$ cat config.mk
export PLATFORM = sky130hd
export DESIGN_NAME = vt_escape_sequence_encoder
export DESIGN_NICKNAME = d
export VERILOG_FILES = /design/src/hdl/vtese_pkg.sv /design/src/hdl/vtese_ctrl.sv /design/src/hdl/vtese_dp.sv /design/src/hdl/vt_escape_sequence_encoder.sv
export SDC_FILE = /design/constraint.sdc
export NUM_CORES = 1
export LEC_CHECK = 0
export BUFFER_PORTS_ARGS = -buffer_cell sky130_fd_sc_hd__buf_4
export CAP_MARGIN = 20
export CORE_ASPECT_RATIO = 0.7
export CORE_MARGIN = 4
export CORE_UTILIZATION = 60
export CTS_BUF_LIST = sky130_fd_sc_hd__clkbuf_4
export CTS_CLUSTER_DIAMETER = 80
export DETAILED_ROUTE_END_ITERATION = 8
export PLACE_DENSITY = 0.8
export SYNTH_ARGS = -nofsm -noshare
export SYNTH_HDL_FRONTEND = slang
export SYNTH_SLANG_ARGS = --single-unit
$ cat constraint.sdc
create_clock -name i_clk -period 9.7 [get_ports i_clk]
set_clock_uncertainty 0.2 [all_clocks]
set_input_delay 0.97 -clock i_clk [delete_from_list [all_inputs] [get_ports i_clk]]
set_output_delay 0.97 -clock i_clk [all_outputs]
set_load 0.03 [all_outputs]
$ cat src/hdl/vtese_pkg.sv
// shared types, constants and the sequence script table for the escape sequence encoder
`timescale 1ns / 1ps
`default_nettype none

package vtese_pkg;

    localparam int PC_W = 6;
    localparam int NUM_W = 16;
    localparam int ATTR_N = 5;
    localparam int ATTR_IDX_W = 3;
    localparam int DIG_N = 5;
    localparam int DIG_CNT_W = 3;

    localparam logic [2:0] OP_RESET = 3'd0;
    localparam logic [2:0] OP_POSITION = 3'd1;
    localparam logic [2:0] OP_COLOR = 3'd2;
    localparam logic [2:0] OP_ATTR = 3'd3;
    localparam logic [2:0] OP_SHOW = 3'd4;
    localparam logic [2:0] OP_HIDE = 3'd5;

    localparam logic [7:0] CH_ESC = 8'h1b;
    localparam logic [7:0] CH_LBRK = 8'h5b;
    localparam logic [7:0] CH_SEMI = 8'h3b;
    localparam logic [7:0] CH_ZERO = 8'h30;

    localparam logic [7:0] CODE_FG_TRUE = 8'd38;
    localparam logic [7:0] CODE_FG_DEF = 8'd39;
    localparam logic [7:0] CODE_BG_TRUE = 8'd48;
    localparam logic [7:0] CODE_BG_DEF = 8'd49;

    localparam logic [4:0] ATTR_ON_CODE [ATTR_N] = '{5'd1, 5'd3, 5'd4, 5'd7, 5'd9};
    localparam logic [4:0] ATTR_OFF_CODE [ATTR_N] = '{5'd22, 5'd23, 5'd24, 5'd27, 5'd29};

    localparam logic [PC_W-1:0] PC_RESET = 6'd0;
    localparam logic [PC_W-1:0] PC_POS = 6'd3;
    localparam logic [PC_W-1:0] PC_SHOW = 6'd9;
    localparam logic [PC_W-1:0] PC_HIDE = 6'd26;
    localparam logic [PC_W-1:0] PC_CDEF = 6'd32;
    localparam logic [PC_W-1:0] PC_CTRUE = 6'd36;
    localparam logic [PC_W-1:0] PC_ATTR = 6'd48;

    typedef enum logic [2:0] {
        ST_IDLE,
        ST_DECODE,
        ST_RUN,
        ST_CONV,
        ST_DIGITS
    } t_state;

    typedef enum logic [1:0] {
        UOP_BYTE,
        UOP_NUM,
        UOP_ATTR_M
    } t_uop_kind;

    typedef enum logic [2:0] {
        NUM_ROW,
        NUM_COL,
        NUM_STYLE,
        NUM_CCODE,
        NUM_RED,
        NUM_GREEN,
        NUM_BLUE,
        NUM_ATTR
    } t_num_sel;

    typedef struct packed {
        t_uop_kind kind;
        t_num_sel  sel;
        logic [7:0] ch;
        logic       last;
    } t_uop;

    typedef struct packed {
        logic                  load;
        logic                  conv_start;
        t_num_sel              num_sel;
        logic [ATTR_IDX_W-1:0] attr_idx;
        logic                  emit;
        logic                  emit_digit;
        logic [7:0]            ch;
        logic                  last;
    } t_dp_cmd;

    typedef struct packed {
        logic [2:0]        op;
        logic              alpha_zero;
        logic [ATTR_N-1:0] diff;
        logic              out_free;
        logic              conv_busy;
        logic              dig_last;
    } t_dp_stat;

    function automatic t_uop uop_b(input logic [7:0] ch, input logic last);
        t_uop u;
        u.kind = UOP_BYTE;
        u.sel = NUM_ROW;
        u.ch = ch;
        u.last = last;
        return u;
    endfunction

    function automatic t_uop uop_n(input t_num_sel sel);
        t_uop u;
        u.kind = UOP_NUM;
        u.sel = sel;
        u.ch = 8'h00;
        u.last = 1'b0;
        return u;
    endfunction

    function automatic t_uop script_rom(input logic [PC_W-1:0] pc);
        t_uop u;
        unique case (pc)
            6'd0: u = uop_b(CH_ESC, 1'b0);
            6'd1: u = uop_b(CH_LBRK, 1'b0);
            6'd2: u = uop_b(8'h6d, 1'b1);
            6'd3: u = uop_b(CH_ESC, 1'b0);
            6'd4: u = uop_b(CH_LBRK, 1'b0);
            6'd5: u = uop_n(NUM_ROW);
            6'd6: u = uop_b(CH_SEMI, 1'b0);
            6'd7: u = uop_n(NUM_COL);
            6'd8: u = uop_b(8'h48, 1'b1);
            6'd9: u = uop_b(CH_ESC, 1'b0);
            6'd10: u = uop_b(CH_LBRK, 1'b0);
            6'd11: u = uop_n(NUM_ROW);
            6'd12: u = uop_b(CH_SEMI, 1'b0);
            6'd13: u = uop_n(NUM_COL);
            6'd14: u = uop_b(8'h48, 1'b0);
            6'd15: u = uop_b(CH_ESC, 1'b0);
            6'd16: u = uop_b(CH_LBRK, 1'b0);
            6'd17: u = uop_n(NUM_STYLE);
            6'd18: u = uop_b(8'h20, 1'b0);
            6'd19: u = uop_b(8'h71, 1'b0);
            6'd20: u = uop_b(CH_ESC, 1'b0);
            6'd21: u = uop_b(CH_LBRK, 1'b0);
            6'd22: u = uop_b(8'h3f, 1'b0);
            6'd23: u = uop_b(8'h32, 1'b0);
            6'd24: u = uop_b(8'h35, 1'b0);
            6'd25: u = uop_b(8'h68, 1'b1);
            6'd26: u = uop_b(CH_ESC, 1'b0);
            6'd27: u = uop_b(CH_LBRK, 1'b0);
            6'd28: u = uop_b(8'h3f, 1'b0);
            6'd29: u = uop_b(8'h32, 1'b0);
            6'd30: u = uop_b(8'h35, 1'b0);
            6'd31: u = uop_b(8'h6c, 1'b1);
            6'd32: u = uop_b(CH_ESC, 1'b0);
            6'd33: u = uop_b(CH_LBRK, 1'b0);
            6'd34: u = uop_n(NUM_CCODE);
            6'd35: u = uop_b(8'h6d, 1'b1);
            6'd36: u = uop_b(CH_ESC, 1'b0);
            6'd37: u = uop_b(CH_LBRK, 1'b0);
            6'd38: u = uop_n(NUM_CCODE);
            6'd39: u = uop_b(CH_SEMI, 1'b0);
            6'd40: u = uop_b(8'h32, 1'b0);
            6'd41: u = uop_b(CH_SEMI, 1'b0);
            6'd42: u = uop_n(NUM_RED);
            6'd43: u = uop_b(CH_SEMI, 1'b0);
            6'd44: u = uop_n(NUM_GREEN);
            6'd45: u = uop_b(CH_SEMI, 1'b0);
            6'd46: u = uop_n(NUM_BLUE);
            6'd47: u = uop_b(8'h6d, 1'b1);
            6'd48: u = uop_b(CH_ESC, 1'b0);
            6'd49: u = uop_b(CH_LBRK, 1'b0);
            6'd50: u = uop_n(NUM_ATTR);
            6'd51: begin
                u = uop_b(8'h6d, 1'b0);
                u.kind = UOP_ATTR_M;
            end
            default: u = uop_b(8'h00, 1'b1);
        endcase
        return u;
    endfunction

endpackage

`default_nettype wire

$ cat src/hdl/vtese_ctrl.sv
// controller state machine that walks the sequence script for one command
`timescale 1ns / 1ps
`default_nettype none

module vtese_ctrl (
    input  wire                   i_clk,
    input  wire                   i_rst_n,
    input  wire                   i_in_valid,
    output logic                  o_in_ready,
    input  vtese_pkg::t_dp_stat   i_stat,
    output vtese_pkg::t_dp_cmd    o_cmd
);

    vtese_pkg::t_state                            r_state, n_state;
    logic [vtese_pkg::PC_W-1:0]                   r_pc, n_pc;
    logic [vtese_pkg::ATTR_IDX_W-1:0]             r_attr_idx, n_attr_idx;
    vtese_pkg::t_uop                              uop;
    logic [vtese_pkg::ATTR_IDX_W-1:0]             first_idx;
    logic [vtese_pkg::ATTR_IDX_W-1:0]             next_idx;
    logic                                         more;

    assign uop = vtese_pkg::script_rom(r_pc);

    always_comb begin
        first_idx = '0;
        next_idx = '0;
        more = 1'b0;
        for (int k = vtese_pkg::ATTR_N - 1; k >= 0; k--) begin
            if (i_stat.diff[k]) begin
                first_idx = vtese_pkg::ATTR_IDX_W'(k);
                if (vtese_pkg::ATTR_IDX_W'(k) > r_attr_idx) begin
                    next_idx = vtese_pkg::ATTR_IDX_W'(k);
                    more = 1'b1;
                end
            end
        end
    end

    // next state
    always_comb begin
        n_state = r_state;
        n_pc = r_pc;
        n_attr_idx = r_attr_idx;
        unique case (r_state)
            vtese_pkg::ST_IDLE: begin
                if (i_in_valid) begin
                    n_state = vtese_pkg::ST_DECODE;
                end
            end
            vtese_pkg::ST_DECODE: begin
                n_state = vtese_pkg::ST_RUN;
                unique case (i_stat.op)
                    vtese_pkg::OP_RESET: n_pc = vtese_pkg::PC_RESET;
                    vtese_pkg::OP_POSITION: n_pc = vtese_pkg::PC_POS;
                    vtese_pkg::OP_COLOR: begin
                        n_pc = i_stat.alpha_zero ? vtese_pkg::PC_CDEF : vtese_pkg::PC_CTRUE;
                    end
                    vtese_pkg::OP_ATTR: begin
                        n_pc = vtese_pkg::PC_ATTR;
                        n_attr_idx = first_idx;
                        if (i_stat.diff == '0) begin
                            n_state = vtese_pkg::ST_IDLE;
                        end
                    end
                    vtese_pkg::OP_SHOW: n_pc = vtese_pkg::PC_SHOW;
                    vtese_pkg::OP_HIDE: n_pc = vtese_pkg::PC_HIDE;
                    default: n_state = vtese_pkg::ST_IDLE;
                endcase
            end
            vtese_pkg::ST_RUN: begin
                unique case (uop.kind)
                    vtese_pkg::UOP_NUM: n_state = vtese_pkg::ST_CONV;
                    vtese_pkg::UOP_ATTR_M: begin
                        if (i_stat.out_free) begin
                            if (more) begin
                                n_attr_idx = next_idx;
                                n_pc = vtese_pkg::PC_ATTR;
                            end else begin
                                n_state = vtese_pkg::ST_IDLE;
                            end
                        end
                    end
                    default: begin
                        if (i_stat.out_free) begin
                            if (uop.last) begin
                                n_state = vtese_pkg::ST_IDLE;
                            end else begin
                                n_pc = r_pc + 1'b1;
                            end
                        end
                    end
                endcase
            end
            vtese_pkg::ST_CONV: begin
                if (!i_stat.conv_busy) begin
                    n_state = vtese_pkg::ST_DIGITS;
                end
            end
            vtese_pkg::ST_DIGITS: begin
                if (i_stat.out_free && i_stat.dig_last) begin
                    n_pc = r_pc + 1'b1;
                    n_state = vtese_pkg::ST_RUN;
                end
            end
            default: n_state = vtese_pkg::ST_IDLE;
        endcase
    end

    // outputs
    always_comb begin
        o_cmd = '0;
        o_cmd.num_sel = uop.sel;
        o_cmd.attr_idx = r_attr_idx;
        o_cmd.ch = uop.ch;
        o_in_ready = 1'b0;
        unique case (r_state)
            vtese_pkg::ST_IDLE: begin
                o_in_ready = 1'b1;
                o_cmd.load = i_in_valid;
            end
            vtese_pkg::ST_RUN: begin
                unique case (uop.kind)
                    vtese_pkg::UOP_NUM: o_cmd.conv_start = 1'b1;
                    vtese_pkg::UOP_ATTR_M: begin
                        o_cmd.emit = i_stat.out_free;
                        o_cmd.last = !more;
                    end
                    default: begin
                        o_cmd.emit = i_stat.out_free;
                        o_cmd.last = uop.last;
                    end
                endcase
            end
            vtese_pkg::ST_DIGITS: begin
                o_cmd.emit = i_stat.out_free;
                o_cmd.emit_digit = 1'b1;
            end
            default: begin
                o_in_ready = 1'b0;
            end
        endcase
    end

    always_ff @(posedge i_clk) begin
        if (!i_rst_n) begin
            r_state <= vtese_pkg::ST_IDLE;
            r_pc <= '0;
            r_attr_idx <= '0;
        end else begin
            r_state <= n_state;
            r_pc <= n_pc;
            r_attr_idx <= n_attr_idx;
        end
    end

endmodule

`default_nettype wire

$ cat src/hdl/vtese_dp.sv
// datapath: command register, decimal converter and output byte register
`timescale 1ns / 1ps
`default_nettype none

module vtese_dp #(
    parameter int COORD_WIDTH = 16
) (
    input  wire                   i_clk,
    input  wire                   i_rst_n,
    input  wire  [79:0]           i_data,
    input  wire  [2:0]            i_op,
    input  vtese_pkg::t_dp_cmd    i_cmd,
    output vtese_pkg::t_dp_stat   o_stat,
    input  wire                   i_out_ready,
    output logic                  o_out_valid,
    output logic [7:0]            o_out_byte,
    output logic                  o_out_last
);

    localparam int COORD_EFF = (COORD_WIDTH < vtese_pkg::NUM_W) ? COORD_WIDTH : vtese_pkg::NUM_W;
    localparam logic [vtese_pkg::NUM_W-1:0] COORD_MASK =
        vtese_pkg::NUM_W'((33'd1 << COORD_EFF) - 33'd1);
    localparam logic [32:0] RECIP10 = 33'd52429;

    logic [2:0]                  r_op;
    logic [15:0]                 r_row;
    logic [15:0]                 r_col;
    logic [2:0]                  r_style;
    logic                        r_fg;
    logic [7:0]                  r_red;
    logic [7:0]                  r_green;
    logic [7:0]                  r_blue;
    logic [7:0]                  r_alpha;
    logic [4:0]                  r_old_attrs;
    logic [4:0]                  r_new_attrs;

    logic [vtese_pkg::NUM_W-1:0]     r_val;
    logic [3:0]                      r_dig [vtese_pkg::DIG_N];
    logic [vtese_pkg::DIG_CNT_W-1:0] r_cnt;
    logic                            r_busy;
    logic                            r_out_valid;
    logic [7:0]                      r_out_byte;
    logic                            r_out_last;

    logic [vtese_pkg::NUM_W-1:0]     num_value;
    logic [7:0]                      color_code;
    logic [4:0]                      attr_code;
    logic [32:0]                     prod;
    logic [vtese_pkg::NUM_W-1:0]     quot;
    logic [vtese_pkg::NUM_W-1:0]     quot10;
    logic [vtese_pkg::NUM_W-1:0]     rem;
    logic [vtese_pkg::DIG_CNT_W-1:0] pop_idx;
    logic [7:0]                      digit_ch;
    logic                            out_free;

    always_ff @(posedge i_clk) begin
        if (i_cmd.load) begin
            r_op <= i_op;
            r_row <= i_data[15:0] & COORD_MASK;
            r_col <= i_data[31:16] & COORD_MASK;
            r_style <= i_data[34:32];
            r_fg <= i_data[35];
            r_red <= i_data[43:36];
            r_green <= i_data[51:44];
            r_blue <= i_data[59:52];
            r_alpha <= i_data[67:60];
            r_old_attrs <= i_data[72:68];
            r_new_attrs <= i_data[77:73];
        end
    end

    always_comb begin
        if (r_alpha == 8'd0) begin
            color_code = r_fg ? vtese_pkg::CODE_FG_DEF : vtese_pkg::CODE_BG_DEF;
        end else begin
            color_code = r_fg ? vtese_pkg::CODE_FG_TRUE : vtese_pkg::CODE_BG_TRUE;
        end
        attr_code = r_new_attrs[i_cmd.attr_idx] ? vtese_pkg::ATTR_ON_CODE[i_cmd.attr_idx]
                                                : vtese_pkg::ATTR_OFF_CODE[i_cmd.attr_idx];
    end

    always_comb begin
        unique case (i_cmd.num_sel)
            vtese_pkg::NUM_ROW: num_value = r_row;
            vtese_pkg::NUM_COL: num_value = r_col;
            vtese_pkg::NUM_STYLE: num_value = {13'd0, r_style};
            vtese_pkg::NUM_CCODE: num_value = {8'd0, color_code};
            vtese_pkg::NUM_RED: num_value = {8'd0, r_red};
            vtese_pkg::NUM_GREEN: num_value = {8'd0, r_green};
            vtese_pkg::NUM_BLUE: num_value = {8'd0, r_blue};
            vtese_pkg::NUM_ATTR: num_value = {11'd0, attr_code};
            default: num_value = '0;
        endcase
    end

    // divide by ten through the reciprocal, exact for all 16-bit values
    assign prod = {17'd0, r_val} * RECIP10;
    assign quot = {2'd0, prod[32:19]};
    assign quot10 = (quot << 3) + (quot << 1);
    assign rem = r_val - quot10;

    assign pop_idx = r_cnt - 1'b1;
    assign digit_ch = vtese_pkg::CH_ZERO + {4'd0, r_dig[pop_idx]};

    always_ff @(posedge i_clk) begin
        if (!i_rst_n) begin
            r_busy <= 1'b0;
            r_cnt <= '0;
        end else if (i_cmd.conv_start) begin
            r_busy <= 1'b1;
            r_cnt <= '0;
        end else if (r_busy) begin
            r_busy <= (quot != '0);
            r_cnt <= r_cnt + 1'b1;
        end else if (i_cmd.emit && i_cmd.emit_digit) begin
            r_cnt <= pop_idx;
        end
    end

    always_ff @(posedge i_clk) begin
        if (i_cmd.conv_start) begin
            r_val <= num_value;
        end else if (r_busy) begin
            r_val <= quot;
            r_dig[r_cnt] <= rem[3:0];
        end
    end

    assign out_free = !r_out_valid || i_out_ready;

    always_ff @(posedge i_clk) begin
        if (!i_rst_n) begin
            r_out_valid <= 1'b0;
        end else if (i_cmd.emit) begin
            r_out_valid <= 1'b1;
        end else if (i_out_ready) begin
            r_out_valid <= 1'b0;
        end
    end

    always_ff @(posedge i_clk) begin
        if (i_cmd.emit) begin
            r_out_byte <= i_cmd.emit_digit ? digit_ch : i_cmd.ch;
            r_out_last <= i_cmd.last;
        end
    end

    always_comb begin
        o_stat.op = r_op;
        o_stat.alpha_zero = (r_alpha == 8'd0);
        o_stat.diff = r_old_attrs ^ r_new_attrs;
        o_stat.out_free = out_free;
        o_stat.conv_busy = r_busy;
        o_stat.dig_last = (r_cnt == vtese_pkg::DIG_CNT_W'(1));
    end

    assign o_out_valid = r_out_valid;
    assign o_out_byte = r_out_byte;
    assign o_out_last = r_out_last;

endmodule

`default_nettype wire

$ cat src/hdl/vt_escape_sequence_encoder.sv
// top level of the vt escape sequence encoder
// usage:
//   slave channel takes one terminal command per transaction: tuser carries the
//   op code, tdata the operands. ready is high only while the block is idle.
//   master channel gives the escape sequence one byte per transaction with
//   tlast on the final byte of the command. ops that produce nothing (unused
//   codes, an attribute change with no difference) give no transaction.
// timing:
//   a command is accepted, decoded, then its literal bytes and decimal numbers
//   are emitted in script order; the divide-by-ten unit produces one digit per
//   cycle and the output register takes one byte per cycle while tready on the
//   master side is high. the longest commands (an attribute change that turns
//   all five attributes off, or a show at the largest coordinates) give 25 bytes.
//   the first byte passes the decode and run states and the output register.
// reset: synchronous, active low; the controller returns to idle and the
//   output register is emptied.
// stall: while tready on the master side is low the output register holds its
//   byte and the controller waits; no byte is dropped or repeated.
`timescale 1ns / 1ps
`default_nettype none

module vt_escape_sequence_encoder #(
    parameter int COORD_WIDTH = 16
) (
    input  wire         i_clk,
    input  wire         i_rst_n,
    input  wire         i_s_tvalid,
    output logic        o_s_tready,
    // row[15:0] col[31:16] cursor_style[34:32] foreground[35] red[43:36]
    // green[51:44] blue[59:52] alpha[67:60] old_attrs[72:68] new_attrs[77:73]
    input  wire  [79:0] i_s_tdata,
    // op[2:0]
    input  wire  [2:0]  i_s_tuser,
    output logic        o_m_tvalid,
    input  wire         i_m_tready,
    // out_byte[7:0]
    output logic [7:0]  o_m_tdata,
    output logic        o_m_tlast
);

    vtese_pkg::t_dp_cmd  cmd;
    vtese_pkg::t_dp_stat stat;

    vtese_ctrl u_ctrl (
        .i_clk      (i_clk),
        .i_rst_n    (i_rst_n),
        .i_in_valid (i_s_tvalid),
        .o_in_ready (o_s_tready),
        .i_stat     (stat),
        .o_cmd      (cmd)
    );

    vtese_dp #(
        .COORD_WIDTH (COORD_WIDTH)
    ) u_dp (
        .i_clk       (i_clk),
        .i_rst_n     (i_rst_n),
        .i_data      (i_s_tdata),
        .i_op        (i_s_tuser),
        .i_cmd       (cmd),
        .o_stat      (stat),
        .i_out_ready (i_m_tready),
        .o_out_valid (o_m_tvalid),
        .o_out_byte  (o_m_tdata),
        .o_out_last  (o_m_tlast)
    );

endmodule

`default_nettype wire

==> key figures, run 1 <==
Logic synthesis
  • Post-Synth XOR/XNOR Area: 0.0247
  • Mapped Area: 0.0124 mm^2
  • Asr flop ratio synth: 0
  • Mux contribution to synthesized area: 0.0423
  • Ys flop type: edfxtp_1
  • Largest family of logic cells by synthesized area: adder cells
  • EDFF count, synth: 125
  • Seq/Total Area, Yosys: 0.351
  • FF+latch count, synth: 155
  • Most frequent cell after synthesis: inv_1
  • Yosys cell types: 84
  • Post-synth top area cell: edfxtp_1
  • Share of the synthesized area in the top cell type: 0.303
  • Ys Warns: 0
  • Synth Area in Adders: 0.282
  • Simple logic cell fraction of the synthesized area: 0.103
  • Synth Instances: 1185
  • Syn_area_per_cell: 10.5 um^2
  • Net Count, Synth: 1504
  • Synth top area cells: edfxtp_1 30%, ha_1 15%, fa_1 13%, inv_1 6.6%, dfxtp_1 4.8%
  • Synth Area in Compound Gates: 0.114
  • Synth cell count leaders: 218 x inv_1, 153 x ha_1, 125 x edfxtp_1, 79 x fa_1, 73 x nand2_1

Timing
  • Worst Max-Slew Pin Slew: 1.09 ns
  • Final period utilization: 0.716
  • Final max-slew violation count: 0
  • RSZ-0062 raised after global routing: no
  • Min Tclk post-route: 6.95 ns
  • Final hold viol count: 0
  • Fin Setup TNS: 0 ns
  • Fmax: 0.144 GHz
  • Final setup vio count: 0
  • Hold WS: 0.315 ns
  • Max-slew headroom: 0.267

Critical path
  • CP startpoint kind: register
  • Req. time, crit path: 9.80 ns
  • Arr. time, crit path: 7.05 ns
  • CP Class: register to register
  • Slowest CP cell: edfxtp_1
  • End of the worst register-to-register path: u_dp.r_dig[0][3]
  • Slowest stage delay, CP: 0.60 ns
  • Setup crit end kind: register
  • Launching point of the worst reg2reg path: u_dp.r_val[8]
  • CP Cell Sequence: ha_1 > inv_1 > fa_1 > inv_1 > fa_1 > fa_1 > fa_1 > inv_1 > fa_1 > inv_1 > ha_1 > nand4_1 > nor3_1 > o211ai_1 > nand4_1 > xnor2_1 > ha_1 > nand2_1 > nand2_1 > xnor2_1 > xnor2_1
  • Critical-path maximum fanout: 6
  • R2R depth: 21
  • Most frequent CP cell: fa_1
  • Reg2Reg Setup Slack: 2.75 ns

Clock tree
  • Clk Latency, worst-skew pair: 0.55 ns
  • Clk slew on worst S/H paths: 0.16 ns
  • CTS resizes: 0
  • CTS sink count: 155
  • CTS Buf Count: 17
  • Hold_buf cts: 0
  • Root Buffer: clkbuf_4
  • CTS Buffer Depth: 2
  • CTS tree: built
  • Htree depth: 4
  • Post-CTS Setup Repair Bufs: 0

Floorplan
  • Core ar.: 0.0201 mm^2
  • Row count: 43
  • Chip Width: 180 um
  • Starting Density: 0.617
  • Die area: 0.0230 mm^2
  • Die Ht: 128 um
  • # IOs: 98

Worst hold path
  • Hold Crit Class: register to register
  • Hold Crit Depth: 1
  • Hold Path End: u_dp.o_out_byte[5]
  • Hold_sp: u_ctrl.uop[6]

Route
  • DRT Pass-1 Iters: 5
  • Vias: 9094
  • Drt drc: 0
  • Via density per instance: 5.87
  • Wire per inst: 18.4 um
  • Routed Antenna Nets: 0
  • 1st-iter DRT viols: 1002
  • Routed WL: 28400 um

Placed design
  • Placer's final routability congestion estimate: 0.931
  • Number of port buffers: 94
  • Post-DP HPWL: 22700 um
  • Cell area after placement: 0.0133 mm^2

Flow run
  • Max-cap viol count: 0

Global routing
  • GRT Util Overall: 0.255
  • Largest net degree at the start of global routing: 82
  • Top Usage Layer GRT: met2
  • GR Util met1: 0.371
  • GRT overflow: 0
  • Initial antenna violation count: 1
  • First-pass GRT wire length: 47100 um
  • Met2 usage: 0.378
  • Vias in the first global route: 9191
  • Met3 GRT Util: 0.0891

Final layout
  • Design area: 0.0136 mm^2
  • Layout cells sized above 1: 0.132
  • Post-layout nets: 1583
  • FF/Latch Area: 0.00435 mm^2
  • Area of the multi-input gates: 0.00702 mm^2
  • Number of fill cells: 1507
  • Area Overhead vs Synth: 9.94%

Outcome
  • Outcome: finished, final reports clean

Power and ir drop
  • Power per Cell Area: 275 mW/mm^2
  • Max VDD drop: 198 uV
  • Leakage power: 6.02 nW
cells by family after synthesis:
logic type / Yosys count
fa+ha+maj: 232
xor+xnor: 35
other cells: 1
flops: 155
compound gates: 206
simple gates: 259
mux: 39
buf+inv: 258
metrics by stage:
step | instances | setup slack (ns) | power [W] | utilization
floorplan | 1185 | 3.70 | 0.00276 | -
global placement | 1515 | 3.02 | 0.00320 | 0.661
detailed placement | 1515 | 2.91 | 0.00326 | 0.661
CTS | 1547 | 2.83 | 0.00372 | 0.679
global route | 1548 | 2.39 | 0.00405 | 0.679
finish | 1548 | 2.75 | 0.00374 | 0.679
state kept, by name, indices dropped and copies added (netlist names), 13 cells and up:
register and count:
u_dp.r_col 16, u_ctrl.uop 13, u_dp.r_row 16, u_dp.r_val 16
u_dp.r_dig 20
report_power, final:
part / switching, W / internal [W] / total, W
clock: 0.000281 / 0.000173 / 0.000454
sequential: 0.0000893 / 0.00105 / 0.00113
combinational: 0.00133 / 0.000824 / 0.00216
cells in the final DEF, fill, tap and decap left out, types with 9 or more instances in the layout:
master / count
edfxtp_1: 125
ha_1: 153
o211ai_1: 9
a31oi_1: 15
clkbuf_4: 17
a21oi_1: 44
xnor2_1: 24
nand2b_1: 9
fa_1: 79
mux2i_1: 19
inv_1: 218
nor2_1: 64
a211oi_1: 17
dfxtp_1: 30
nand2_1: 73
xor2_1: 11
nand4_1: 13
nand3_1: 20
nor3_1: 18
mux4_2: 9
buf_4: 97
nor4_1: 11
o21ai_0: 38
critical path, delay by kind of cell (launching register included):
| kind | cells | cell delay (ns) |
|---|---|---|
| buf+inv | 4 | 0.29 |
| compound gates | 1 | 0.25 |
| flops | 1 | 0.60 |
| fa+ha+maj | 8 | 3.74 |
| simple gates | 5 | 0.83 |
| xor+xnor | 3 | 0.78 |
worst max-delay path by stage:
stage / start / endpoint / slack (ns) / depth (start not counted)
floorplan: u_dp.r_val[7] / u_dp.r_dig[0][3] / 3.70 / 21
global placement: u_dp.r_val[8] / u_dp.r_dig[0][3] / 3.02 / 21
detailed placement: u_dp.r_val[8] / u_dp.r_dig[0][3] / 2.91 / 21
CTS: u_dp.r_val[8] / u_dp.r_dig[0][3] / 2.83 / 21
global route: u_dp.r_val[8] / u_dp.r_dig[0][3] / 2.39 / 19
finish: u_dp.r_val[8] / u_dp.r_dig[0][3] / 2.75 / 21
layout make-up:
class,count,share of cell area
antenna,1,0.000184
clock buffer,17,0.00937
clock inverter,15,0.0163
inverter,221,0.0610
multi-input combinational,772,0.515
sequential,155,0.320
tap,270,0.0248
timing repair buffer,97,0.0535
layer usage:
metal / up-vias / part of all wire
met3: 26 / 0.10
li1: 4294 / -
met1: 4369 / 0.46
met4: 0 / 0.0086
met5: - / 0
met2: 405 / 0.43
No activity file was read; power rests on OpenSTA's default activity.
==> run 2: changes to the inputs <==
--- a/config.mk
+++ b/config.mk
@@ -5,6 +5,7 @@
 export SDC_FILE = /design/constraint.sdc
 export NUM_CORES = 1
 export LEC_CHECK = 0
+export ABC_AREA = 1
 export BUFFER_PORTS_ARGS = -buffer_cell sky130_fd_sc_hd__buf_4
 export CAP_MARGIN = 20
 export CORE_ASPECT_RATIO = 0.7
==> constraint.sdc (replaced) <==
create_clock -name i_clk -period 6.99 [get_ports i_clk]
set_clock_uncertainty 0.2 [all_clocks]
set_input_delay 0.699 -clock i_clk [delete_from_list [all_inputs] [get_ports i_clk]]
set_output_delay 0.699 -clock i_clk [all_outputs]
set_load 0.03 [all_outputs]
==> run 2 against run 1 <==
Synthesized cell count increased by 29%; combinational power decreased by 24%; first-iteration DRC count rose by 11%; maximum frequency up 8.2%; global-route usage is 1.6 points higher; largest power group unchanged; largest cell class unchanged; synthesized area grew 4.3%; sequential power up 9.7%; sequential cell count unchanged.
==> key figures, run 2 <==
Critical path
  • Slowest CP cell: fa_1
  • CP Cell Sequence: ha_1 > inv_1 > fa_1 > inv_1 > fa_1 > fa_1 > fa_1 > inv_1 > fa_1 > inv_1 > ha_1 > nand2_1 > inv_1 > nand2_1 > o21ai_0 > inv_1 > nand2_1 > nand2_1 > nand2_1 > ha_1 > xor2_1 > xor2_1 > xnor2_1 > inv_1
  • CP Class: register to register
  • End of the worst register-to-register path: u_dp.r_dig[2][3]
  • Most frequent CP cell: inv_1
  • Reg2Reg Setup Slack: 0.57 ns
  • Launching point of the worst reg2reg path: u_dp.r_val[7]
  • CP startpoint kind: register
  • Critical-path maximum fanout: 5
  • Req. time, crit path: 7.11 ns
  • Setup crit end kind: register
  • R2R depth: 24
  • Slowest stage delay, CP: 0.56 ns
  • Arr. time, crit path: 6.54 ns

Floorplan
  • Row count: 44
  • Core ar.: 0.0209 mm^2
  • Chip Width: 183 um
  • # IOs: 98
  • Die Ht: 131 um
  • Die area: 0.0240 mm^2
  • Starting Density: 0.617

Route
  • Met2 Wirelength: 12200 um
  • Metal-1 WL: 15100 um
  • Wire per inst: 16.2 um
  • 1st-iter DRT viols: 1109
  • Drt drc: 0
  • Vias: 10400
  • Via density per instance: 5.41
  • Met3 wire length: 3610 um
  • Routed WL: 31200 um
  • DRT Pass-1 Iters: 6
  • Max Used Layer: met4
  • Routed Antenna Nets: 0

Global routing
  • Vias in the first global route: 9778
  • Largest net degree at the start of global routing: 82
  • GRT overflow: 0
  • First-pass GRT wire length: 50600 um
  • Initial antenna violation count: 0
  • GRT Util Overall: 0.270

Final layout
  • Layout cells sized above 1: 0.101
  • FF/Latch Area: 0.00435 mm^2
  • Area Overhead vs Synth: 10.1%
  • Area of the multi-input gates: 0.00719 mm^2
  • Largest Register: u_dp.r_dig
  • Max reg flops: 20
  • Post-layout nets: 1952
  • Design area: 0.0142 mm^2
  • Most frequent cells in the layout: 357 x nand2_1, 333 x inv_1, 153 x ha_1
  • Ant. Diodes: 0
  • Number of fill cells: 1686
  • Commonest non-fill, non-tap cell in the layout: nand2_1

Logic synthesis
  • Syn_area_per_cell: 8.43 um^2
  • Seq/Total Area, Yosys: 0.337
  • Ys Warns: 0
  • Yosys cell types: 50
  • Synth Instances: 1532
  • FF+latch count, synth: 155
  • EDFF count, synth: 125
  • Net Count, Synth: 1851
  • Ys flop type: edfxtp_1
  • Synth cell count leaders: 357 x nand2_1, 333 x inv_1, 153 x ha_1, 125 x edfxtp_1, 98 x nor2_1
  • Synth top area cells: edfxtp_1 29%, ha_1 15%, fa_1 12%, nand2_1 10%, inv_1 9.7%
  • Mapped Area: 0.0129 mm^2
  • Share of the synthesized area in the top cell type: 0.291
  • Asr flop ratio synth: 0
  • Most frequent cell after synthesis: nand2_1
  • Post-synth top area cell: edfxtp_1

Clock tree
  • CTS resizes: 0
  • Clk slew on worst S/H paths: 0.18 ns
  • Post-CTS Setup Repair Bufs: 0
  • CTS sink count: 155
  • Htree depth: 4
  • CTS Buffer Depth: 2
  • CTS Buf Count: 17
  • Root Buffer: clkbuf_4
  • Hold_buf cts: 0
  • Clk Latency, worst-skew pair: 0.58 ns
  • CTS tree: built

Timing
  • Final setup vio count: 0
  • Worst Max-Slew Pin Slew: 1.07 ns
  • Final hold viol count: 0
  • Final period utilization: 0.919
  • Min Tclk post-route: 6.42 ns
  • Max-slew headroom: 0.284
  • Fin Setup TNS: 0 ns
  • Final max-slew violation count: 0
  • Fmax: 0.156 GHz
  • RSZ-0062 raised after global routing: no

Power and ir drop
  • Clk pwr share: 0.168
  • Combinational fraction of design power: 0.474
  • Leakage power: 7.21 nW
  • Max VDD drop: 142 uV
  • Power per Cell Area: 243 mW/mm^2
  • Internal power: 0.00191 W
  • Switching share of power: 0.448
  • Sequential share of power: 0.358
  • Net Switching: 0.00155 W

Placed design
  • Placer's final routability congestion estimate: 1.03
  • Post-DP HPWL: 26000 um
  • Cell area after placement: 0.0139 mm^2
  • Number of port buffers: 94

Worst hold path
  • Hold Path End: u_dp.r_row[14]
  • Hold Crit Depth: 1
  • Hold Crit Class: input port to register
  • Hold_sp: i_s_tdata[14]

Outcome
  • Outcome: finished, final reports clean

Flow run
  • Max-cap viol count: 0
run 2: cell count changes after synthesis, moves of 13 or more:
cell,delta
nor2_1,+34
nand2_1,+284
nand3_1,+72
mux2i_1,-19
clkbuf_1,-17
a211oi_1,-13
xnor2_1,-19
inv_1,+115
run 2: power groups by stage:
stage | combinational [W] | sequential (W) | clock (W)
2_1_floorplan | 0.00117 | 0.00125 | 0
3_3_place_gp | 0.00157 | 0.00125 | 0
3_5_place_dp | 0.00160 | 0.00126 | 0
4_1_cts | 0.00161 | 0.00124 | 0.000592
5_1_grt | 0.00187 | 0.00125 | 0.000626
6_report | 0.00164 | 0.00124 | 0.000581
run 2: worst max-delay path by stage:
| stage | end | start |
|---|---|---|
| finish | u_dp.r_dig[2][3] | u_dp.r_val[7] |
| global route | u_dp.r_dig[2][3] | u_dp.r_val[4] |
| detailed placement | u_dp.r_dig[1][3] | u_dp.r_val[7] |
| global placement | u_dp.r_dig[4][3] | u_dp.r_val[7] |
| CTS | u_dp.r_dig[2][3] | u_dp.r_val[4] |
| floorplan | u_dp.r_dig[0][3] | u_dp.r_val[4] |
run 2: final cells by class:
type                            instances  share of cell area
Tap cell                              276              0.0243
Inverter                              342              0.0903
Multi-Input combinational cell       1019               0.506
Clock inverter                         15              0.0130
Timing Repair Buffer                   98              0.0517
Clock buffer                           17             0.00897
Sequential cell                       155               0.306
run 2: kinds of logic (layout without fill, tap and decap cells):
family	Yosys count	count (layout)	share of synthesized area
AOI/OAI and AO/OA	151	151	0.0683
adders and majority gates	232	232	0.271
other	1	1	0.000290
buffers and inverters	358	472	0.107
xor gates and xnor gates	18	18	0.0122
DFF	155	155	0.337
and+or+nand+nor	617	617	0.204
run 2: worst max-delay path: cells and delay by family (launching register included):
family / cells / cell delay (ns)
and+or+nand+nor: 5 / 0.44
buffers and inverters: 7 / 0.59
AOI/OAI and AO/OA: 1 / 0.33
DFF: 1 / 0.55
adders and majority gates: 8 / 3.58
xor gates and xnor gates: 3 / 0.50
run 2: per-layer routing:
| metal | GRT usage | up-vias |
|---|---|---|
| met2 | 0.375 | 503 |
| met4 | 0.0433 | 0 |
| li1 | - | 5105 |
| met5 | 0 | - |
| met1 | 0.424 | 4751 |
| met3 | 0.0827 | 30 |
run 2: through the flow:
step | hold WS [ns] | power [W] | setup WS, ns | instances | util
2_1_floorplan | 0.267 | 0.00242 | 1.27 | 1532 | -
3_5_place_dp | 0.272 | 0.00286 | 0.646 | 1890 | 0.665
5_1_grt | 0.0197 | 0.00374 | 0.275 | 1922 | 0.680
4_1_cts | 0.0328 | 0.00344 | 0.634 | 1922 | 0.680
6_report | 0.0719 | 0.00345 | 0.569 | 1922 | 0.680
3_3_place_gp | 0.272 | 0.00282 | 0.702 | 1890 | 0.665
==> run 3: changes to the inputs <==
--- a/config.mk
+++ b/config.mk
@@ -5,16 +5,14 @@
 export SDC_FILE = /design/constraint.sdc
 export NUM_CORES = 1
 export LEC_CHECK = 0
-export ABC_AREA = 1
 export BUFFER_PORTS_ARGS = -buffer_cell sky130_fd_sc_hd__buf_4
 export CAP_MARGIN = 20
 export CORE_ASPECT_RATIO = 0.7
 export CORE_MARGIN = 4
-export CORE_UTILIZATION = 60
+export CORE_UTILIZATION = 29
 export CTS_BUF_LIST = sky130_fd_sc_hd__clkbuf_4
 export CTS_CLUSTER_DIAMETER = 80
 export DETAILED_ROUTE_END_ITERATION = 8
-export PLACE_DENSITY = 0.8
 export SYNTH_ARGS = -nofsm -noshare
 export SYNTH_HDL_FRONTEND = slang
 export SYNTH_SLANG_ARGS = --single-unit
==> run 3 against run 2 <==
Critical path depth down 2; maximum frequency decreased by 4.4%; register-to-register slack got worse by 0.29 ns; combinational power up 91%; global-route usage decreased by 14 points; die area rose by 92%; count of clock-buffer cells in the layout rose by 1; first-iteration DRC count is 36% lower; clock power decreased by 4.1%; sequential cell count did not move.
==> key figures, run 3 (synthesized netlist as in run 1, its figures left out) <==
Outcome
  • Outcome: finished, final reports clean

Power and ir drop
  • Sequential share of power: 0.297
  • Power per Cell Area: 376 mW/mm^2
  • Max VDD drop: 293 uV
  • Internal power: 0.00281 W
  • Net Switching: 0.00245 W
  • Clk pwr share: 0.106
  • Leakage power: 6.05 nW
  • Combinational fraction of design power: 0.597
  • Switching share of power: 0.466

Clock tree
  • Clk Latency, worst-skew pair: 0.58 ns
  • CTS tree: built
  • Htree depth: 4
  • CTS Buf Count: 17
  • CTS Buffer Depth: 2
  • Hold_buf cts: 0
  • Clk slew on worst S/H paths: 0.17 ns
  • Root Buffer: clkbuf_4
  • CTS sink count: 155

Global routing
  • GRT Util Overall: 0.133
  • GRT overflow: 0
  • Vias in the first global route: 8935
  • Initial antenna violation count: 1
  • First-pass GRT wire length: 48800 um
  • Largest net degree at the start of global routing: 82

Timing
  • Worst Max-Slew Pin Slew: 1.06 ns
  • Final period utilization: 0.961
  • Final max-slew violation count: 0
  • Final WS setup: 0.275 ns
  • Max-slew headroom: 0.284
  • Hold WS: 0.0676 ns
  • Final setup vio count: 0
  • Min Tclk post-route: 6.71 ns
  • Final hold viol count: 0
  • Fmax: 0.149 GHz

Placed design
  • Number of port buffers: 94
  • Pre-CTS WS: 0.187 ns
  • Placer's final routability congestion estimate: 0.920
  • Post-Place Cells: 1804
  • Post-DP HPWL: 24300 um

Final layout
  • Post-layout nets: 1594
  • Area Overhead vs Synth: 13.2%
  • Post-Layout Cell Count: 1840
  • Max reg flops: 20
  • Most frequent cells in the layout: 218 x inv_1, 152 x ha_1, 125 x edfxtp_1
  • Final core utilization: 0.332
  • Largest Register: u_dp.r_dig
  • Number of fill cells: 4324
  • Commonest non-fill, non-tap cell in the layout: inv_1
  • Layout cells sized above 1: 0.143
  • Ant. Diodes: 0

Critical path
  • Setup crit end kind: register
  • Req. time, crit path: 7.11 ns
  • CP Class: register to register
  • Reg2Reg Setup Slack: 0.28 ns
  • CP startpoint kind: register
  • Arr. time, crit path: 6.83 ns
  • Critical-path maximum fanout: 5

Floorplan
  • Row count: 63
  • Die Ht: 181 um
  • Starting Density: 0.293
  • # IOs: 98
  • Die area: 0.0461 mm^2
  • Chip Width: 255 um
  • Core ar.: 0.0423 mm^2

Route
  • Wire per inst: 16.4 um
  • DRT Pass-1 Iters: 5
  • Routed Antenna Nets: 0
  • Routed WL: 30200 um
  • 1st-iter DRT viols: 713
  • Vias: 8870
  • Drt drc: 0
  • Via density per instance: 4.82

Flow run
  • Max-cap viol count: 0

Worst hold path
  • Hold Crit Class: input port to register
-- run 3: critical path: stages, from the launching register on --
cell,delay (ns)
edfxtp_1,0.59
buf_4,0.22
ha_1,0.33
xor2_1,0.17
ha_1,0.18
a21o_1,0.20
fa_1,0.50
fa_1,0.52
fa_1,0.54
inv_1,0.05
fa_1,0.53
inv_1,0.07
ha_1,0.36
nand4_1,0.16
nor3_2,0.30
o211ai_1,0.24
nand4_1,0.19
xnor2_1,0.24
ha_1,0.33
nand2_1,0.07
nand2_1,0.06
xnor2_1,0.26
xnor2_2,0.13
-- run 3: power by group through the flow --
stage	Combinational, W	Sequential [W]	Clock, W
final	0.00314	0.00157	0.000557
after global placement	0.00302	0.00158	0
after floorplan	0.00226	0.00157	0
after global routing	0.00351	0.00159	0.000613
after detailed placement	0.00305	0.00159	0
after CTS	0.00307	0.00157	0.000575
-- run 3: metrics by stage --
step,total power (W),TNS (ns),instance area [um^2]
after floorplan,0.00383,0,12400
final,0.00527,0,14000
after global routing,0.00572,-0.00884,14000
after detailed placement,0.00463,0,13700
after global placement,0.00461,0,13700
after CTS,0.00521,0,14000
-- run 3: repair_timing --
action	4_1_cts	5_1_grt
gates resized for setup	0	6
setup endpoints to repair	0	15
buffers inserted	0	4
hold endpoints to repair	0	0
-- run 3: final timing paths --
kind,endpoint,start,cells after the start
setup / recovery,u_dp.r_dig[3][3],u_dp.r_val[2],22
hold / removal,u_dp.r_red[4],i_s_tdata[40],1
setup reg to reg,u_dp.r_dig[3][3],u_dp.r_val[2],22
hold reg to reg,u_dp.o_out_byte[4],u_ctrl.uop[5],1
-- run 3: final cells by class --
type | instances | area (um^2) | area share
Multi-Input combinational cell | 772 | 7050 | 0.503
Clock inverter | 14 | 148 | 0.0105
Tap cell | 552 | 691 | 0.0493
Sequential cell | 155 | 4350 | 0.311
Timing Repair Buffer | 108 | 811 | 0.0578
Clock buffer | 18 | 135 | 0.00964
Inverter | 221 | 831 | 0.0593
-- run 3: per-layer routing --
layer  GRT usage  wire length (um)  vias up
met5           0                11        -
met4      0.0227               255        2
met3      0.0324              2160       23
met2       0.177             11600      276
met1       0.217             16200     4258
li1            -                 -     4311
